**src/rtl/scba_pkg.sv**
```systemverilog
// ----------------------------------------------------------------------------
// scba_pkg: shared types and constants of the size class block allocator
// Size class map, status and operation codes, controller states and the
// request group handed to the byte meter.
// ----------------------------------------------------------------------------
package scba_pkg;

    // Default pool geometry
    localparam int NUM_CHUNKS_DEF  = 64;
    localparam int CHUNK_BYTES_DEF = 1024;

    // Heap addressing and link memory
    localparam int ADDR_W       = 16;
    localparam int GRAN_SHIFT   = 3;
    localparam int GRAN_W       = ADDR_W - GRAN_SHIFT;
    localparam int LINK_DEPTH   = 1 << GRAN_W;
    localparam int LINK_W       = GRAN_W + 1;
    localparam int GRAN_BYTES   = 8;
    localparam int SMALL_MAX    = 64;
    localparam int NUM_CLASSES  = 4;
    localparam int CLASS_W      = 2;

    // Byte counter
    localparam int             BYTES_W      = 32;
    localparam logic [31:0]    THRESH_RESET = 32'd65536;

    // Operation codes
    localparam logic OP_ALLOC = 1'b0;
    localparam logic OP_FREE  = 1'b1;

    // Result status codes
    typedef enum logic [1:0] {
        STAT_SMALL = 2'd0,
        STAT_LARGE = 2'd1,
        STAT_OOM   = 2'd2
    } t_status;

    // Controller states
    typedef enum logic {
        ST_IDLE = 1'b0,
        ST_EXEC = 1'b1
    } t_state;

    // Update request for the byte meter
    typedef struct packed {
        logic        upd;
        logic        is_free;
        logic [15:0] size;
    } t_meter_req;

    // Granule-count (size-1)/8 to class
    localparam logic [CLASS_W-1:0] CLASS_MAP [8] = '{
        2'd0, 2'd1, 2'd2, 2'd2, 2'd3, 2'd3, 2'd3, 2'd3
    };

    // Class of a small size; size zero falls in class 0
    function automatic logic [CLASS_W-1:0] pick_class(input logic [15:0] z);
        logic [15:0] zm;
        zm = z - 16'd1;
        if (z == 16'd0) begin
            return '0;
        end
        return CLASS_MAP[zm[5:3]];
    endfunction

endpackage

```
**src/rtl/scba_byte_meter.sv**
```systemverilog
// ----------------------------------------------------------------------------
// scba_byte_meter: bytes-in-use counter and collection threshold
// Adds allocated sizes saturating at the top, subtracts freed sizes flooring
// at zero, and flags when the updated count exceeds the threshold register.
// ----------------------------------------------------------------------------
module scba_byte_meter
    import scba_pkg::*;
(
    input  logic               i_clk,
    input  logic               i_rst_n,
    input  logic               i_cfg_valid,
    input  logic [BYTES_W-1:0] i_cfg_data,
    input  t_meter_req         i_req,
    output logic               o_collect
);

    logic [BYTES_W-1:0] r_thresh;
    logic [BYTES_W-1:0] r_bytes;
    logic [BYTES_W-1:0] n_bytes;
    logic [BYTES_W:0]   add_sum;
    logic [BYTES_W-1:0] size_ext;

    // Saturating add / flooring subtract
    always_comb begin
        size_ext = BYTES_W'(i_req.size);
        add_sum  = {1'b0, r_bytes} + {1'b0, size_ext};
        if (i_req.is_free) begin
            n_bytes = (r_bytes < size_ext) ? '0 : r_bytes - size_ext;
        end else begin
            n_bytes = add_sum[BYTES_W] ? '1 : add_sum[BYTES_W-1:0];
        end
    end

    assign o_collect = (n_bytes > r_thresh);

    // Counter and threshold registers
    always_ff @(posedge i_clk) begin
        if (!i_rst_n) begin
            r_bytes  <= '0;
            r_thresh <= THRESH_RESET;
        end else begin
            if (i_req.upd) begin
                r_bytes <= n_bytes;
            end
            if (i_cfg_valid) begin
                r_thresh <= i_cfg_data;
            end
        end
    end

endmodule

```
**config.mk**
```make
export PLATFORM = sky130hd
export DESIGN_NAME = scba_byte_meter
export DESIGN_NICKNAME = d
export VERILOG_FILES = /design/src/rtl/scba_pkg.sv /design/src/rtl/scba_byte_meter.sv
export SDC_FILE = /design/constraint.sdc
export NUM_CORES = 1
export LEC_CHECK = 0
export BUFFER_PORTS_ARGS = -buffer_cell sky130_fd_sc_hd__buf_2
export CORE_UTILIZATION = 45
export CTS_CLUSTER_SIZE = 30
export DETAILED_ROUTE_END_ITERATION = 8
export MAX_ROUTING_LAYER = met4
export PLACE_DENSITY = 0.75
export REMOVE_ABC_BUFFERS = 1
export SYNTH_ARGS = -nofsm -noshare
export SYNTH_HDL_FRONTEND = slang
export SYNTH_SLANG_ARGS = --single-unit
export TNS_END_PERCENT = 50
```
**constraint.sdc**
```tcl
create_clock -name i_clk -period 13.4 [get_ports i_clk]
set_input_delay 2.01 -clock i_clk [delete_from_list [all_inputs] [get_ports i_clk]]
set_output_delay 2.01 -clock i_clk [all_outputs]
set_load 0.05 [all_outputs]
```
### Word-level counts from Yosys, hierarchy flattened

Index checks and enable logic that the tools add are counted.

* input bits: 53
* output and inout bits: 1
* logic and storage cells: 9
* bits in registers: 64

* $lt $le $gt $ge: 2
* mux-type cells: 3
* $add $sub $neg: 2

Operators by type and width (count)
* $mux W32: 3
* $add A32 B16 Y33: 1
* $gt A32 B32 Y1: 1
* $lt A32 B16 Y1: 1
* $sub A32 B16 Y32: 1

### Depth between registers and ports, before layout

* word-level depth: 4
* depth in mapped cells: 22
* gate-level depth less buffers: 21

### Least setup slack after synthesis

OpenSTA, ideal clock, no wires.

* path kind: input port to output port
* start: in i_req[0] (netlist name)
* end: out o_collect
* path buffers: 2
* data required time: 11.390 ns
* stages on the path: 21
* arrival time: 6.025 ns
* setup slack: 5.365 ns
* path through: ha_1 -> fa_1 -> nor2b_1 -> o211ai_2 -> a31oi_1 -> a21o_1 -> buf_2 -> a21oi_2 -> buf_2 -> a32oi_1 -> nand2_1 -> a21oi_1 -> ha_1 -> a21o_1 -> a21o_1 -> a21oi_1 -> nor2_1 -> a2111oi_0 -> nor2_1 -> o41ai_1 -> a22oi_1

* cells in the longest elaborated chain, start to end: 4
* elaborated cells between the ends (all ways): 7
* those cells by class: 2 x add/sub; 2 x order compare; 3 x mux

RTL lines
* start: declaration: line scba_byte_meter.sv:13 `input t_meter_req i_req,`
* $add A32 B16 Y33 (tied with other cells): line scba_byte_meter.sv:26 `add_sum = {1'b0, r_bytes} + {1'b0, size_ext};`
* $mux W32 (on tied branches): line scba_byte_meter.sv:30, scba_byte_meter.sv:28
* $mux W32 (*): line scba_byte_meter.sv:27 `if (i_req.is_free) begin`
* via n_bytes[17]: line scba_byte_meter.sv:19 `logic [BYTES_W-1:0] n_bytes;`
* $gt A32 B32 Y1 (*): line scba_byte_meter.sv:34 `assign o_collect = (n_bytes > r_thresh);`
* end: declaration: line scba_byte_meter.sv:14 `output logic o_collect`

Mark *: on every way through the listed nets, which the timed path passes. The rest lies on a longest branch.

### Final worst setup path

Ends and elaborated chain as after synthesis.

==> flow_summary.json <==
{
  "insertion_delay_ns": 0.35,
  "cap_violations": 0,
  "die_area_mm2": 0.0147,
  "grt_use_total_pct": 29.0,
  "htreeDepth": 3,
  "crit_type": "in -> out",
  "switching_share_pct": 42.7,
  "yosysTopAreaCell": "dfxtp_1",
  "clock-sinks": 64,
  "violations": "DRC",
  "cts_hold_buf": 0,
  "finalClockSkew_ns": 0.0124,
  "slew_viol_final": 0,
  "io_pins": 54,
  "final_common_cell": "nor2_1",
  "ff2ff_setup_slack_ns": 9.87,
  "drtAntennaViolNets": 0,
  "crit_required_ns": 11.39,
  "utilization_pct": 50.2,
  "outcome": "finished, violations left",
  "synth_top_area_share_pct": 20.0,
  "fin_crit_ns": 8.92,
  "rsz0062_at_grt": "false",
  "grt_max_degree": 49,
  "power.switching_uw": 350,
  "cts_tree": "done",
  "drive_gt1_share_pct": 12.0,
  "cts_setup_buffers": 0,
  "seqPwrFrac_pct": 28.1,
  "ir_worst_vdd_mv": 0.114,
  "slew_headroom_pct": 32.8,
  "synth_area_leaders": "dfxtp_1 (20%), ha_1 (12%), nor2_1 (6.3%)",
  "area_growth_syn_to_layout_pct": 8.63,
  "post_drt_wl_per_cell_um": 19.0,
  "die_h_um": 121,
  "grt_overflow": 0,
  "grt_pass1_wl_um": 32200,
  "antenna_found_initial": 1,
  "totalWireLength_um": 20000,
  "ys_ff_latch": 64,
  "critical_path_arrival_ns": 6.91,
  "clock_path_buffers": 2,
  "max_freq_mhz": 112,
  "critPathLaunchType": "input pin",
  "cp_top_family": "compound AO/OA/AOI/OAI gates",
  "cts_made_buffers": 9,
  "num_rows": 43,
  "drt_iter0_drc": 637,
  "max_stage_delay_ns": 0.75,
  "final_cell_mix": "nor2_1 (108), inv_1 (71), ha_1 (64), dfxtp_1 (64), a21oi_1 (59)",
  "tightest_slew_ns": 0.995,
  "finalSetupViolations": 0,
  "post-dp-hpwl_um": 14900,
  "crit_chain": "buf_2 > ha_1 > fa_1 > nor2b_1 > o211ai_2 > a31oi_1 > a21o_1 > a21oi_2 > a32oi_1 > nand2_1 > a21oi_1 > ha_1 > a21o_1 > a21o_1 > a21oi_1 > nor2_1 > a2111oi_0 > nor2_1 > o41ai_1 > a22oi_1 > buf_2",
  "synth_area_mm2": 0.00641,
  "final_nets": 988,
  "grt_pass1_vias": 6110,
  "synth.distinct_cells": 79,
  "p_int_uw": 470,
  "synth-edff-count": 0,
  "routabilityCongestion": 1.03,
  "p_clk_share_pct": 26.7,
  "io_buffers": 53,
  "pwr-share-comb_pct": 45.2,
  "hold_viol": 0,
  "hold_path.class": "reg -> reg",
  "critPathMaxFanout": 16,
  "via_per_inst": 6.25,
  "critPathBufInv": 2,
  "start_util_pct": 46.2,
  "cts_root_buffer": "clkbuf_16",
  "drt_pass1_iterations": 8,
  "vias": 6585,
  "avgSynthCellArea_um2": 7.50,
  "clkTransAtPathRegs_ns": 0.06,
  "drc": 1,
  "yosys_warnings": 0,
  "cpMostUsedCell": "a21o_1",
  "tns_ns": 0,
  "leakage_nw": 3.06,
  "ys_async_sr_fraction_pct": 0,
  "fin_crit_sh_pct": 66.5,
  "crit_slowest_cell": "a21oi_2",
  "p_per_area_mw_per_mm2": 118,
  "ys.flop_type": "dfxtp_1",
  "cp-end-kind": "output pin",
  "syn_inst": 854,
  "ctsResizeCount": 0,
  "core_area_mm2": 0.0139,
  "yosysSeqAreaShare_pct": 20.0,
  "die_w_um": 121
}
-- kinds of logic after synthesis --
group | after synthesis | synth area share, %
adders and majority gates | 66 | 13.1
DFF | 64 | 20.0
buffers and inverters | 125 | 7.87
and+or+nand+nor | 292 | 22.4
muxes | 36 | 5.62
AOI/OAI and AO/OA | 268 | 30.6
xor gates and xnor gates | 3 | 0.410
-- layer usage --
| layer | global-route usage (%) | share of wire [%] | up-vias |
|---|---|---|---|
| met5 | - | 0 | - |
| met4 | 10.8 | 2.3 | 0 |
| met3 | 5.87 | 9.1 | 42 |
| met2 | 43.0 | 44 | 315 |
| met1 | 38.6 | 45 | 3069 |
| li1 | - | - | 3159 |
-- worst reg2reg max path: cells and delay by family, from the launching register on --
kind	cells	cell delay, ns
AOI/OAI and AO/OA	5	1.54
adders and majority gates	2	0.57
buffers and inverters	2	0.13
DFF	1	0.33
and+or+nand+nor	3	0.82
-- final cells by class --
class | count | area, µm²
Tap cell | 180 | 225
Multi-Input combinational cell | 665 | 4620
Antenna cell | 1 | 2.50
Sequential cell | 64 | 1280
Clock inverter | 6 | 37.5
Timing Repair Buffer | 57 | 295
Clock buffer | 9 | 225
Fill cell | 1431 | 6920
Inverter | 72 | 272
-- through the flow --
step | hold slack (ns) | instance area, µm² | setup WS, ns | instances | power [mW]
5_1_grt | 0.510 | 6960 | 3.88 | 1054 | 0.869
3_3_place_gp | 0.473 | 6700 | 4.63 | 1038 | 0.588
2_1_floorplan | 0.460 | 6180 | 5.22 | 801 | 0.485
4_1_cts | 0.492 | 6960 | 4.46 | 1053 | 0.813
6_report | 0.492 | 6960 | 4.48 | 1054 | 0.819
3_5_place_dp | 0.482 | 6700 | 4.48 | 1038 | 0.593
-- power groups by stage --
stage	clock network [mW]	registers (mW)	logic, mW
floorplan	0	0.227	0.259
global placement	0	0.232	0.356
detailed placement	0	0.233	0.360
CTS	0.222	0.229	0.362
global route	0.229	0.232	0.409
finish	0.219	0.230	0.371
-- synth_stat cells (11+ instances only) --
cell type and n:
ha_1 64, nand3_1 29, nor2_1 108, o21a_1 16
a21oi_1 59, buf_2 12, nand2_1 53, a21o_1 16
a211oi_1 12, o31ai_1 11, dfxtp_1 64, o21ai_0 41
nor3_1 14, nand4_1 16, nand2b_1 12, clkbuf_1 31
mux2i_1 36, inv_1 71
-- final timing paths --
path	cells past startpoint	start	end
max reg2reg	12	r_bytes[0]	r_bytes[14]
min	2	r_bytes[10]	r_bytes[10]
min reg2reg	2	r_bytes[10]	r_bytes[10]
max	21	i_req[0]	o_collect
-- state kept, by name (all words and copies together) (netlist names) --
| name | flops |
|---|---|
| r_bytes | 32 |
| r_thresh | 32 |
(Power assumes the default switching activity.)
